--- config.mk ---
export PLATFORM = sky130hd
export DESIGN_NAME = range_binned_histogram_flat
export DESIGN_NICKNAME = d
export VERILOG_FILES = /design/src/hdl/rbh_pkg.sv /design/src/hdl/rbh_in_if.sv /design/src/hdl/rbh_out_if.sv /design/src/hdl/range_binned_histogram.sv /design/src/hdl/rbh_classify.sv /design/src/hdl/rbh_store.sv /design/src/flat_wrapper.sv
export SDC_FILE = /design/constraint.sdc
export NUM_CORES = 2
export LEC_CHECK = 0
export ABC_AREA = 0
export BUFFER_PORTS_ARGS = -buffer_cell sky130_fd_sc_hd__buf_2
export CORE_UTILIZATION = 50
export CTS_CLUSTER_SIZE = 14
export DETAILED_ROUTE_END_ITERATION = 7
export PLACE_DENSITY = 0.61
export SLEW_MARGIN = 20
export SYNTH_ARGS = -nofsm -noshare
export SYNTH_HDL_FRONTEND = slang
export SYNTH_SLANG_ARGS = --single-unit
--- constraint.sdc ---
create_clock -name clk_i -period 15 [get_ports clk_i]
set_input_delay 0 -clock clk_i [delete_from_list [all_inputs] [get_ports clk_i]]
set_output_delay 0 -clock clk_i [all_outputs]
set_load 0.005 [all_outputs]
--- src/hdl/rbh_pkg.sv ---
package rbh_pkg;

  // Command codes of an input item; code 3 is unused, changes no state and yields a result with the reject total only.
  typedef enum logic [1:0] {
    CMD_ADD   = 2'd0,
    CMD_READ  = 2'd1,
    CMD_CLEAR = 2'd2
  } cmd_e;

  // Register indexes on the configuration port
  typedef enum logic [1:0] {
    REG_LOWER = 2'd0,
    REG_UPPER = 2'd1,
    REG_SCALE = 2'd2,
    REG_BINS  = 2'd3
  } rbh_reg_e;

  localparam int SAMPLE_WIDTH = 16;

  localparam int CMD_W   = 2;
  localparam int BOUND_W = 16;
  localparam int SCALE_W = 24;
  localparam int FRAC_W  = 16;
  localparam int BINS_W  = 7;
  localparam int SEL_W   = 6;
  localparam int OUT_W   = 32;

  // Configuration registers as seen by the datapath.
  typedef struct packed {
    logic [BOUND_W-1:0] lower;
    logic [BOUND_W-1:0] upper;
    logic [SCALE_W-1:0] scale;
    logic [BINS_W-1:0]  bins_used;
  } rbh_cfg_t;

  // Decoded operation handed from the classifier to the count store.
  typedef struct packed {
    logic [CMD_W-1:0] cmd;
    logic             hit;
    logic             rd_ok;
    logic [SEL_W-1:0] bin_index;
  } rbh_op_t;

endpackage

--- src/hdl/rbh_in_if.sv ---
interface rbh_in_if ();
  import rbh_pkg::*;

  logic                           valid;
  logic                           ready;
  logic [CMD_W-1:0]               cmd;
  logic signed [SAMPLE_WIDTH-1:0] sample;
  logic                           sample_is_nan;
  logic [SEL_W-1:0]               bin_select;

  modport source (output valid, cmd, sample, sample_is_nan, bin_select, input ready);
  modport sink   (input valid, cmd, sample, sample_is_nan, bin_select, output ready);
endinterface

--- src/hdl/rbh_out_if.sv ---
interface rbh_out_if ();
  import rbh_pkg::*;

  logic             valid;
  logic             ready;
  logic [SEL_W-1:0] bin_index;
  logic             classified;
  logic [OUT_W-1:0] bin_value;
  logic [OUT_W-1:0] reject_total;

  modport source (output valid, bin_index, classified, bin_value, reject_total, input ready);
  modport sink   (input valid, bin_index, classified, bin_value, reject_total, output ready);
endinterface

--- src/hdl/range_binned_histogram.sv ---
// Uniform-bin histogram with saturating bin counts and reject counter.
// Each item passes the input, offset, product, update and result registers.
// Throughput: one item per cycle while the result side is not stalled; the bin read-modify-write forwards the
// previous cycle's write, so back-to-back hits on one bin run at full rate.
// Reset (async, active low) zeroes all counts through per-bin valid bits,
// clears the reject counter and loads the register defaults; no clearing pass.
module range_binned_histogram #(
  parameter int NUM_BINS     = 64,
  parameter int COUNT_WIDTH  = 32
) (
  input  logic        clk_i,
  input  logic        rst_ni,
  input  logic        cfg_we_i,
  input  logic [1:0]  cfg_idx_i,
  input  logic [23:0] cfg_data_i,
  rbh_in_if.sink      in_i,
  rbh_out_if.source   out_o
);
  import rbh_pkg::*;

  localparam int AW = (NUM_BINS > 1) ? $clog2(NUM_BINS) : 1;

  // Configuration registers
  rbh_cfg_t cfg_q;

  always_ff @(posedge clk_i or negedge rst_ni) begin
    if (!rst_ni) begin
      cfg_q.lower     <= BOUND_W'(0);
      cfg_q.upper     <= BOUND_W'(32767);
      cfg_q.scale     <= SCALE_W'(128);
      cfg_q.bins_used <= BINS_W'(64);
    end else if (cfg_we_i) begin
      unique case (cfg_idx_i)
        REG_LOWER: cfg_q.lower     <= cfg_data_i[BOUND_W-1:0];
        REG_UPPER: cfg_q.upper     <= cfg_data_i[BOUND_W-1:0];
        REG_SCALE: cfg_q.scale     <= cfg_data_i[SCALE_W-1:0];
        REG_BINS:  cfg_q.bins_used <= cfg_data_i[BINS_W-1:0];
        default:   cfg_q           <= cfg_q;
      endcase
    end
  end

  logic          cls_valid, store_adv;
  rbh_op_t       cls_op;
  logic [AW-1:0] cls_addr;

  rbh_classify #(
    .NUM_BINS    (NUM_BINS),
    .AW          (AW)
  ) u_classify (
    .clk_i  (clk_i),
    .rst_ni (rst_ni),
    .cfg_i  (cfg_q),
    .in_i   (in_i),
    .adv_i  (store_adv),
    .valid_o(cls_valid),
    .op_o   (cls_op),
    .addr_o (cls_addr)
  );

  rbh_store #(
    .NUM_BINS   (NUM_BINS),
    .COUNT_WIDTH(COUNT_WIDTH),
    .AW         (AW)
  ) u_store (
    .clk_i  (clk_i),
    .rst_ni (rst_ni),
    .valid_i(cls_valid),
    .op_i   (cls_op),
    .addr_i (cls_addr),
    .adv_o  (store_adv),
    .out_o  (out_o)
  );

endmodule

--- src/hdl/rbh_classify.sv ---
module rbh_classify #(
  parameter int NUM_BINS     = 64,
  parameter int AW           = 6
) (
  input  logic              clk_i,
  input  logic              rst_ni,
  input  rbh_pkg::rbh_cfg_t cfg_i,
  rbh_in_if.sink            in_i,
  input  logic              adv_i,
  output logic              valid_o,
  output rbh_pkg::rbh_op_t  op_o,
  output logic [AW-1:0]     addr_o
);
  import rbh_pkg::*;

  localparam int CW = ((SAMPLE_WIDTH > BOUND_W) ? SAMPLE_WIDTH : BOUND_W) + 1;
  localparam int PW = CW + SCALE_W;
  localparam int BW = PW - FRAC_W;

  // Stage valids and flow control
  logic v1_q, v2_q, v3_q;
  logic free1, free2, free3;

  assign free3      = !v3_q || adv_i;
  assign free2      = !v2_q || free3;
  assign free1      = !v1_q || free2;
  assign in_i.ready = free1;

  always_ff @(posedge clk_i or negedge rst_ni) begin
    if (!rst_ni) begin
      v1_q <= 1'b0;
      v2_q <= 1'b0;
      v3_q <= 1'b0;
    end else begin
      if (free1) v1_q <= in_i.valid;
      if (free2) v2_q <= v1_q;
      if (free3) v3_q <= v2_q;
    end
  end

  // Stage 1: input register
  logic [CMD_W-1:0]               cmd1_q;
  logic signed [SAMPLE_WIDTH-1:0] sample1_q;
  logic                           nan1_q;
  logic [SEL_W-1:0]               sel1_q;

  always_ff @(posedge clk_i) begin
    if (free1) begin
      cmd1_q    <= in_i.cmd;
      sample1_q <= in_i.sample;
      nan1_q    <= in_i.sample_is_nan;
      sel1_q    <= in_i.bin_select;
    end
  end

  // Bound checks and offset from the lower bound
  logic signed [CW-1:0] s_ext, lo_ext, hi_ext, diff;
  logic                 rng_d;

  always_comb begin
    s_ext  = CW'(sample1_q);
    lo_ext = CW'($signed(cfg_i.lower));
    hi_ext = CW'($signed(cfg_i.upper));
    diff   = s_ext - lo_ext;
    rng_d  = !nan1_q && (s_ext >= lo_ext) && (s_ext <= hi_ext);
  end

  // Stage 2: offset register
  logic [CMD_W-1:0] cmd2_q;
  logic [SEL_W-1:0] sel2_q;
  logic             rng2_q;
  logic [CW-1:0]    diff2_q;

  always_ff @(posedge clk_i) begin
    if (free2) begin
      cmd2_q  <= cmd1_q;
      sel2_q  <= sel1_q;
      rng2_q  <= rng_d;
      diff2_q <= diff;
    end
  end

  // Scale the offset: Q8.16 bins per unit
  logic [PW-1:0] prod_d;
  assign prod_d = PW'(diff2_q) * PW'(cfg_i.scale);

  // Stage 3: product register
  logic [CMD_W-1:0] cmd3_q;
  logic [SEL_W-1:0] sel3_q;
  logic             rng3_q;
  logic [PW-1:0]    prod3_q;

  always_ff @(posedge clk_i) begin
    if (free3) begin
      cmd3_q  <= cmd2_q;
      sel3_q  <= sel2_q;
      rng3_q  <= rng2_q;
      prod3_q <= prod_d;
    end
  end

  // Bin number, limit check and store address
  logic [BW-1:0] bin;
  logic          hit;
  logic          is_add, is_read;

  always_comb begin
    bin     = prod3_q[PW-1:FRAC_W];
    hit     = rng3_q && (bin < BW'(cfg_i.bins_used)) && (bin < BW'(NUM_BINS));
    is_add  = (cmd3_q == CMD_ADD);
    is_read = (cmd3_q == CMD_READ);

    op_o.cmd       = cmd3_q;
    op_o.hit       = is_add && hit;
    op_o.rd_ok     = is_read && (BW'(sel3_q) < BW'(NUM_BINS));
    op_o.bin_index = '0;
    if (is_add && hit) begin
      op_o.bin_index = bin[SEL_W-1:0];
    end else if (is_read) begin
      op_o.bin_index = sel3_q;
    end
    addr_o = is_add ? AW'(bin) : AW'(sel3_q);
  end

  assign valid_o = v3_q;

endmodule

--- src/hdl/rbh_store.sv ---
module rbh_store #(
  parameter int NUM_BINS    = 64,
  parameter int COUNT_WIDTH = 32,
  parameter int AW          = 6
) (
  input  logic             clk_i,
  input  logic             rst_ni,
  input  logic             valid_i,
  input  rbh_pkg::rbh_op_t op_i,
  input  logic [AW-1:0]    addr_i,
  output logic             adv_o,
  rbh_out_if.source        out_o
);
  import rbh_pkg::*;

  // Flow control for the update stage and the result register
  logic    v4_q, out_v_q;
  logic    free4, free5, fire4;
  rbh_op_t op4_q;
  logic [AW-1:0] addr4_q;

  assign free5 = !out_v_q || out_o.ready;
  assign free4 = !v4_q || free5;
  assign fire4 = v4_q && free5;
  assign adv_o = free4;

  // Count memory, read registered on the way into the update stage
  logic [COUNT_WIDTH-1:0] mem [NUM_BINS];
  logic [COUNT_WIDTH-1:0] rdata_q;
  logic [COUNT_WIDTH-1:0] new_cnt;
  logic                   wr_en;

  assign wr_en = fire4 && op4_q.hit;

  always_ff @(posedge clk_i) begin
    if (wr_en) mem[addr4_q] <= new_cnt;
    if (free4) rdata_q <= mem[addr_i];
  end

  // Entry valid bits: a cleared entry reads as zero
  logic [NUM_BINS-1:0] vld_q;
  logic                do_clear;

  assign do_clear = fire4 && (op4_q.cmd == CMD_CLEAR);

  always_ff @(posedge clk_i or negedge rst_ni) begin
    if (!rst_ni) begin
      vld_q <= '0;
    end else if (do_clear) begin
      vld_q <= '0;
    end else if (wr_en) begin
      vld_q[addr4_q] <= 1'b1;
    end
  end

  // Last write, forwarded to the item whose read went out in the same cycle
  logic                   lw_v_q;
  logic [AW-1:0]          lw_addr_q;
  logic [COUNT_WIDTH-1:0] lw_data_q;

  always_ff @(posedge clk_i or negedge rst_ni) begin
    if (!rst_ni) begin
      v4_q   <= 1'b0;
      lw_v_q <= 1'b0;
    end else if (free4) begin
      v4_q   <= valid_i;
      lw_v_q <= wr_en;
    end
  end

  always_ff @(posedge clk_i) begin
    if (free4) begin
      op4_q     <= op_i;
      addr4_q   <= addr_i;
      lw_addr_q <= addr4_q;
      lw_data_q <= new_cnt;
    end
  end

  // Current count and saturating increment
  logic [COUNT_WIDTH-1:0] cur;

  always_comb begin
    if (lw_v_q && (lw_addr_q == addr4_q)) begin
      cur = lw_data_q;
    end else if (vld_q[addr4_q]) begin
      cur = rdata_q;
    end else begin
      cur = '0;
    end
    new_cnt = (&cur) ? cur : cur + COUNT_WIDTH'(1);
  end

  // Reject counter
  logic [COUNT_WIDTH-1:0] rej_q, rej_d;

  always_comb begin
    rej_d = rej_q;
    if (fire4) begin
      case (op4_q.cmd)
        CMD_ADD:   if (!op4_q.hit && !(&rej_q)) rej_d = rej_q + COUNT_WIDTH'(1);
        CMD_CLEAR: rej_d = '0;
        default:   rej_d = rej_q;
      endcase
    end
  end

  always_ff @(posedge clk_i or negedge rst_ni) begin
    if (!rst_ni) begin
      rej_q <= '0;
    end else begin
      rej_q <= rej_d;
    end
  end

  // Result register
  logic [SEL_W-1:0] idx_q;
  logic             cls_q;
  logic [OUT_W-1:0] val_q, rtot_q;
  logic [OUT_W-1:0] val_d;

  always_comb begin
    val_d = '0;
    if (op4_q.hit) begin
      val_d = OUT_W'(new_cnt);
    end else if (op4_q.rd_ok) begin
      val_d = OUT_W'(cur);
    end
  end

  always_ff @(posedge clk_i or negedge rst_ni) begin
    if (!rst_ni) begin
      out_v_q <= 1'b0;
    end else if (free5) begin
      out_v_q <= v4_q;
    end
  end

  always_ff @(posedge clk_i) begin
    if (fire4) begin
      idx_q  <= op4_q.bin_index;
      cls_q  <= op4_q.hit;
      val_q  <= val_d;
      rtot_q <= OUT_W'(rej_d);
    end
  end

  assign out_o.valid        = out_v_q;
  assign out_o.bin_index    = idx_q;
  assign out_o.classified   = cls_q;
  assign out_o.bin_value    = val_q;
  assign out_o.reject_total = rtot_q;

endmodule

--- src/flat_wrapper.sv ---
// flat-port wrapper written by rule: the top's interface ports become plain ports
module range_binned_histogram_flat import rbh_pkg::*;
#(
  parameter int NUM_BINS     = 64,
  parameter int COUNT_WIDTH  = 32
)
  (clk_i, rst_ni, cfg_we_i, cfg_idx_i, cfg_data_i, in_i_valid, in_i_cmd, in_i_sample, in_i_sample_is_nan, in_i_bin_select, in_i_ready, out_o_valid, out_o_bin_index, out_o_classified, out_o_bin_value, out_o_reject_total, out_o_ready);
  rbh_in_if in_i_i ();
  rbh_out_if out_o_i ();
  input  logic clk_i;
  input  logic rst_ni;
  input  logic cfg_we_i;
  input  logic [1:0] cfg_idx_i;
  input  logic [23:0] cfg_data_i;
  input wire logic [$bits(in_i_i.valid)-1:0] in_i_valid;
  input wire logic [$bits(in_i_i.cmd)-1:0] in_i_cmd;
  input wire logic [$bits(in_i_i.sample)-1:0] in_i_sample;
  input wire logic [$bits(in_i_i.sample_is_nan)-1:0] in_i_sample_is_nan;
  input wire logic [$bits(in_i_i.bin_select)-1:0] in_i_bin_select;
  output wire logic [$bits(in_i_i.ready)-1:0] in_i_ready;
  output wire logic [$bits(out_o_i.valid)-1:0] out_o_valid;
  output wire logic [$bits(out_o_i.bin_index)-1:0] out_o_bin_index;
  output wire logic [$bits(out_o_i.classified)-1:0] out_o_classified;
  output wire logic [$bits(out_o_i.bin_value)-1:0] out_o_bin_value;
  output wire logic [$bits(out_o_i.reject_total)-1:0] out_o_reject_total;
  input wire logic [$bits(out_o_i.ready)-1:0] out_o_ready;
  assign in_i_i.valid = in_i_valid;
  assign in_i_i.cmd = in_i_cmd;
  assign in_i_i.sample = in_i_sample;
  assign in_i_i.sample_is_nan = in_i_sample_is_nan;
  assign in_i_i.bin_select = in_i_bin_select;
  assign in_i_ready = in_i_i.ready;
  assign out_o_valid = out_o_i.valid;
  assign out_o_bin_index = out_o_i.bin_index;
  assign out_o_classified = out_o_i.classified;
  assign out_o_bin_value = out_o_i.bin_value;
  assign out_o_reject_total = out_o_i.reject_total;
  assign out_o_i.ready = out_o_ready;
  range_binned_histogram #(.NUM_BINS(NUM_BINS), .COUNT_WIDTH(COUNT_WIDTH)) u_core (.clk_i(clk_i), .rst_ni(rst_ni), .cfg_we_i(cfg_we_i), .cfg_idx_i(cfg_idx_i), .cfg_data_i(cfg_data_i), .in_i(in_i_i), .out_o(out_o_i));
endmodule
**After elaboration in Yosys (flattened, before gate mapping)**

Memories as Yosys holds them, arrays and structs flattened. A register that Yosys moved wholly into a read port is not among the register bits.
Index checks and enable logic that the tools add are counted.

- $add $sub $neg: 3
- $mul: 1
- Magnitude comparators: 6
- Eq/ne operators: 6
- Multiplexer cells: 19
- Bitwise gates (word level): 1
- Reduce and logical (&&, ||, !) cells: 34

Operator list:

| cell | number |
|---|---|
| 2-to-1 mux 32 bit | 7 |
| 2-to-1 mux 64 bit | 2 |
| adder 32 x 1 -> 32 bit, second input constant | 2 |
| OR 64 bit | 1 |
| case mux 32 bit (2 select lines) | 1 |
| AND reduction 32 bit | 2 |
| multiplier 17 x 24 -> 41 bit | 1 |
| less-than comparator 25 x 7 -> 1 bit | 1 |
| less-than comparator 25 x 7 -> 1 bit, second input constant | 1 |
| 2-to-1 mux 6 bit | 3 |
| subtractor 16 x 16 -> 17 bit | 1 |
| >= comparator 16 bit | 1 |
| less-or-equal comparator 16 bit | 1 |
| logical AND 1 bit | 11 |
| logical NOT 1 bit | 8 |
| AND reduction 2 bit | 4 |
| less-than comparator 6 x 7 -> 1 bit, second input constant | 1 |
| binary-select mux 1 bit (select 6 bit) | 1 |
| demux 1 bit (select 6 bit) | 1 |
| == test 2 bit, second input constant | 3 |
| == test 6 bit | 1 |
| >= comparator 6 x 1 -> 1 bit, second input constant | 1 |
| logical NOT 2 bit | 3 |
| logical OR 1 bit | 5 |
| 3 further kinds | 7 |

- Register bits after elaboration: 391
- RAM bits: 2048
- Input bits: 56
- Output and inout bits: 73
- Word-level logic and storage cells: 106
- Memories: 1

Memory list:

| name | depth | width | read ports | clocked after Yosys merged registers in | write ports | RTL line | RTL |
|---|---|---|---|---|---|---|---|
| u_core.u_store.mem | 64 | 32 | 1 | 1 | 1 | rbh_store.sv:28 | `logic [COUNT_WIDTH-1:0] mem [NUM_BINS];` |

**Logic depth before layout (Yosys ltp)**

- Depth in word-level cells: 7
- Gate-level depth with buffers: 25
- Mapped depth without buffers: 24

**Hierarchy**

From an unflattened synthesis, not the netlist that was laid out.

- Cells, all modules: 5820
- Area, all modules: 108236.3 um2

By module, submodules not included:

| module | instances | cells an instance | area each (um2) | sequential area each (um2) |
|---|---|---|---|---|
| rbh_store | 1 | 3879 | 88851.5 | 68690.9 |
| rbh_classify | 1 | 1807 | 16993.8 | 2627.5 |
| range_binned_histogram | 1 | 134 | 2391.0 | 1597.8 |

**Worst setup path before layout**

Ideal clock, no wire load.

- Path type: reg-to-reg
- Start: reg u_core.cfg_q[18] (netlist bit)
- End: reg u_core.u_classify.prod3_q[32] (data pin)
- Library setup time: 0.259 ns
- Data arrival time: 6.357 ns
- Data required time: 14.741 ns
- Setup slack: 8.384 ns
- Cell stages (with the launch flop): 26
- Buffers on the path: 2
- Clock period less this slack: 6.616 ns
- Cells stage by stage: dfrtp_1 -> clkbuf_1 -> clkbuf_1 -> nand2_1 -> fa_1 -> inv_1 -> fa_1 -> inv_1 -> fa_1 -> inv_1 -> fa_1 -> fa_1 -> inv_1 -> fa_1 -> inv_1 -> ha_1 -> and4_1 -> a21o_1 -> o21ai_0 -> o211ai_1 -> a211oi_1 -> o21ai_0 -> a21o_1 -> a211o_1 -> a21oi_1 -> xnor2_1

- Cells in the longest elaborated chain, start to end: 1

Ends and longest elaborated chain:

| item | RTL line | RTL |
|---|---|---|
| from (decl) | range_binned_histogram.sv:24 | `rbh_cfg_t cfg_q;` |
| from (signal assigned) | range_binned_histogram.sv:38 | `default: cfg_q <= cfg_q;` |
| multiplier 17 x 24 -> 41 bit | rbh_classify.sv:85 | `assign prod_d = PW'(diff2_q) * PW'(cfg_i.scale);` |
| named net u_core.u_classify.prod_d[32] | rbh_classify.sv:84 | `logic [PW-1:0] prod_d;` |
| to (signal assigned) | rbh_classify.sv:98 | `prod3_q <= prod_d;` |
| to (decl) | rbh_classify.sv:91 | `logic [PW-1:0] prod3_q;` |

The timed path passes the listed nets, and every way through them passes these cells.
A chain may end at the register's enable or synchronous reset.

**Worst setup path after layout**

- Start: reg u_core.u_classify.diff2_q[3]
- End: reg u_core.u_classify.prod3_q[31] (data pin)

- Cells in the longest elaborated chain, start to end: 1

Ends and longest elaborated chain:

| item | RTL line | RTL |
|---|---|---|
| from (decl) | rbh_classify.sv:72 | `logic [CW-1:0] diff2_q;` |
| from (signal assigned) | rbh_classify.sv:79 | `diff2_q <= diff;` |
| multiplier 17 x 24 -> 41 bit | rbh_classify.sv:85 |  |
| named net u_core.u_classify.prod_d[31] | rbh_classify.sv:84 |  |

The timed path passes the listed nets, and every way through them passes these cells.

==> key figures <==
Global routing
  • Overall Global Routing Usage: 27.77%
  • Most congested layer reported by global routing: met2
  • First-pass GRT wire length: 463200 um
  • Met3 routing resource usage after global routing: 3.896%
  • Met2 global-route usage: 43.40%
  • Antenna violations before repair: 9
  • Vias in the first global route: 70930
  • Global-route track usage on met1: 40.51%
  • Pin count of the biggest net entering global routing: 141
  • Overall overflow remaining after global route: 0

Logic synthesis
  • Post-Syn Instances: 9094
  • Proportion of synthesized chip area in sequential cells: 65.62%
  • Async SR Flop Fraction: 6.721%
  • Main synth FF type: edfxtp_1
  • Synth unique cells: 74
  • Number of enable-type register cells in the synthesized netlist: 2290
  • Mean Syn Cell Area: 12.22 sq um
  • Number of synthesis warnings: 0
  • Net Count, Synth: 9632
  • Netlist Area Pre-Place: 111100 sq um
  • Number of flip-flops and latches in the synthesized netlist: 2455

Critical path
  • Required time worst endpoint: 15.65 ns
  • Type of element launching the critical path: flop
  • Reg-to-Reg End: u_core.u_classify.prod3_q[31]
  • Top cell family by delay on the critical path: adder cells
  • Library cell contributing the largest single delay on the critical path: edfxtp_1
  • Number of cells on the critical path: 21
  • Worst Path Buf+Inv: 3
  • Worst stage delay on the critical path: 1.11 ns
  • R2r setup slk: 6.92 ns
  • Largest driver fanout on the critical path: 24
  • Crit path cell chain: nand2_1, fa_1, fa_1, fa_1, inv_1, fa_1, fa_1, inv_1, fa_1, inv_1, ha_1, and4_1, a21o_1, o21ai_0, o211ai_1, a211oi_1, o21ai_0, a21o_1, a21o_1, a211oi_1, a21oi_1
  • Kind of critical path: flop to flop
  • Startpoint of the lowest-slack register-to-register path: u_core.u_classify.diff2_q[3]
  • CP most frequent cell: fa_1
  • Type of destination of the critical path: flop
  • Crit path DAT: 8.73 ns
  • Reg2Reg Depth: 21

Clocking
  • # hold bufs at CTS: 120
  • Clock sinks: 2455
  • CTS tree: built
  • CTS buffer count: 280
  • Clock Path Buffers: 4
  • Register clock-pin slew on the reported worst setup and hold paths: 0.05 ns
  • Root buffer cell: clkbuf_16
  • Post-CTS Repair Setup Buffers: 0
  • Clock Latency Late Sink: 0.94 ns
  • CTS H-tree depth: 5
  • Resize count post-CTS: 0

Cells and area
  • Commonest cells after routing, fill and taps aside: nand2_1, edfxtp_1, nand3_1
  • Fraction of the core area covered by cells at the end of the flow: 57.07%
  • Area delta synth->final: 13.07%
  • Share of final-layout standard cells stronger than drive strength 1: 9.355%
  • Number of nets in the layout: 9789
  • Most common cell after layout, fill and taps aside: nand2_1

Route
  • Wire length per cell after detailed routing: 25.24 um
  • Detailed Routing Iterations Pass 1: 5
  • ANT nets after route: 0
  • Initial DRC count: 8304
  • Via count of the routed design: 73530
  • Wire length reported by the detailed router: 313000 um
  • DRC: 0
  • Via-to-Cell Ratio: 5.928

Floorplanning
  • Ports: 129
  • Count of standard-cell rows: 172
  • Core Area: 220200 sq um
  • Width of the die: 473.4 um
  • Die footprint: 224100 sq um
  • Height of the chip: 473.4 um
  • Starting utilization of the core area: 50.47%

STA
  • Least setup slack across all paths after layout: 6.915 ns
  • Actual slew at the worst max-slew pin: 1.184 ns
  • Hold violation count in the final report: 0
  • Setup-violating endpoint count in the final report: 0
  • Max Freq: 0.1237 GHz
  • Worst Skew: 0.05951 ns
  • Final cycle utilization of the critical path: 53.90%
  • Unrepaired setup endpoints after global routing: no
  • Slew HR: 20.48%
  • Final Critical Period: 8.085 ns
  • Slew Limit Fails: 0
  • Final total negative setup slack: 0 ns

Run
  • Max-cap viol count: 0

Placement
  • Number of buffers added on ports: 128
  • HPWL Detailed: 172600 um
  • Routability Congestion: 0.8757
  • Dpl ws: 7.135 ns

Min path
  • Worst hold endpoint: u_core.cfg_q[48]
  • Kind of path behind the tightest hold check: input pin to flop
  • Worst Min Path Start: cfg_data_i[1]
  • Hold depth: 4

Status
  • Run status: completed
worst register-to-register path, stage by stage (launching register included):
cell	delay, ns
edfxtp_1	1.11
nand2_1	0.23
fa_1	0.55
fa_1	0.53
fa_1	0.51
inv_1	0.06
fa_1	0.48
fa_1	0.54
inv_1	0.07
fa_1	0.48
inv_1	0.05
ha_1	0.33
and4_1	0.27
a21o_1	0.20
o21ai_0	0.19
o211ai_1	0.26
a211oi_1	0.73
o21ai_0	0.31
a21o_1	0.33
a21o_1	0.24
a211oi_1	0.28
a21oi_1	0.07
cell type report:
class | instances | area (sq um)
fill | 17810 | 94520
sequential | 2455 | 72920
multi-input combinational | 5619 | 35250
clock buffer | 364 | 7555
tap | 2958 | 3701
timing repair buffer | 442 | 3535
inverter | 453 | 1725
clock inverter | 106 | 935.9
antenna | 6 | 15.01
worst max path at each step:
stage,slack (ns),to,start
after global placement,7.34,u_core.u_classify.prod3_q[32],u_core.u_classify.diff2_q[3]
after global routing,6.59,u_core.u_classify.prod3_q[39],u_core.u_classify.diff2_q[3]
after detailed placement,7.14,u_core.u_classify.prod3_q[31],u_core.u_classify.diff2_q[3]
after floorplan,8.38,u_core.u_classify.prod3_q[32],u_core.cfg_q[18]
final,6.92,u_core.u_classify.prod3_q[31],u_core.u_classify.diff2_q[3]
after CTS,7.10,u_core.u_classify.prod3_q[39],u_core.u_classify.diff2_q[3]
metal layers:
layer	routed length, um	up-vias
li1	-	32530
met1	132900	37160
met2	144600	3323
met3	26290	520
met4	9208	0
met5	0	-
Yosys cell counts (14+ instances only):
cell      count  area [sq um]
a21o_1       24         180.2
a21oi_1     118         590.6
a22o_1       22         192.7
a22oi_1      20         150.1
a311oi_1    354          3100
a31oi_1      35         219.0
and2_1      166          1039
and3_1      146         913.4
buf_1        25         93.84
clkbuf_1    525          1971
dfrtp_1     148          3704
dfstp_2      17         446.7
edfxtp_1   2290         68770
fa_1        328          6566
ha_1        154          1927
inv_1       451          1693
mux2_2       52         585.6
mux2i_1      34         340.3
nand2_1    2405          9027
nand2b_1     14         87.58
nand3_1    1074          5375
nand4_1      33         206.5
nor2_1      275          1032
nor3_1       54         270.3
o21ai_0      55         275.3
xnor2_1      52         455.4
xor2_1       41         359.1
metrics by stage:
stage / area, sq um / std cells / hold slack (ns)
after global routing: 125600 / 12400 / 0.03315
final: 125600 / 12400 / 0.03913
after global placement: 115900 / 11810 / -0.03454
after CTS: 125600 / 12400 / 0.002577
after floorplan: 111100 / 9094 / -0.2956
after detailed placement: 115900 / 11810 / -0.03775
registers in the layout, indices dropped and copies added, names as in the netlist, 2 cells and up:
name / count
u_core.u_classify.sel2_q: 6
u_core.u_store.out_o.bin_value: 32
u_core.u_classify.diff2_q: 17
u_core.cfg_q: 63
u_core.u_classify.sel3_q: 6
u_core.u_store.rej_q: 32
u_core.u_classify.prod3_q: 25
u_core.u_classify.sel1_q: 6
u_core.u_store.addr4_q: 6
u_core.u_store.mem: 2048
u_core.u_store.vld_q: 64
u_core.u_store.out_o.reject_total: 32
u_core.u_classify.cmd3_q: 2
u_core.u_classify.cmd1_q: 2
u_core.u_classify.sample1_q: 16
u_core.u_classify.cmd2_q: 2
u_core.u_store.rdata_q: 32
u_core.u_store.out_o.bin_index: 6
u_core.u_store.op4_q: 10
u_core.u_store.lw_data_q: 32
u_core.u_store.lw_addr_q: 6
cell families (layout without fill, tap and decap cells):
logic type / after synthesis / in the layout / share of synthesized area, %
muxes: 92 / 92 / 0.9549
buffers and inverters: 1020 / 1365 / 3.483
xor gates and xnor gates: 93 / 93 / 0.7330
adders and majority gates: 482 / 482 / 7.644
and+or+nand+nor: 4241 / 4241 / 16.68
DFF: 2455 / 2455 / 65.62
other: 0 / 6 / 0
AOI/OAI and AO/OA: 711 / 711 / 4.886
Power is not shown: default switching activity piles up to over one toggle a cycle in this logic, so the estimate is an artifact.
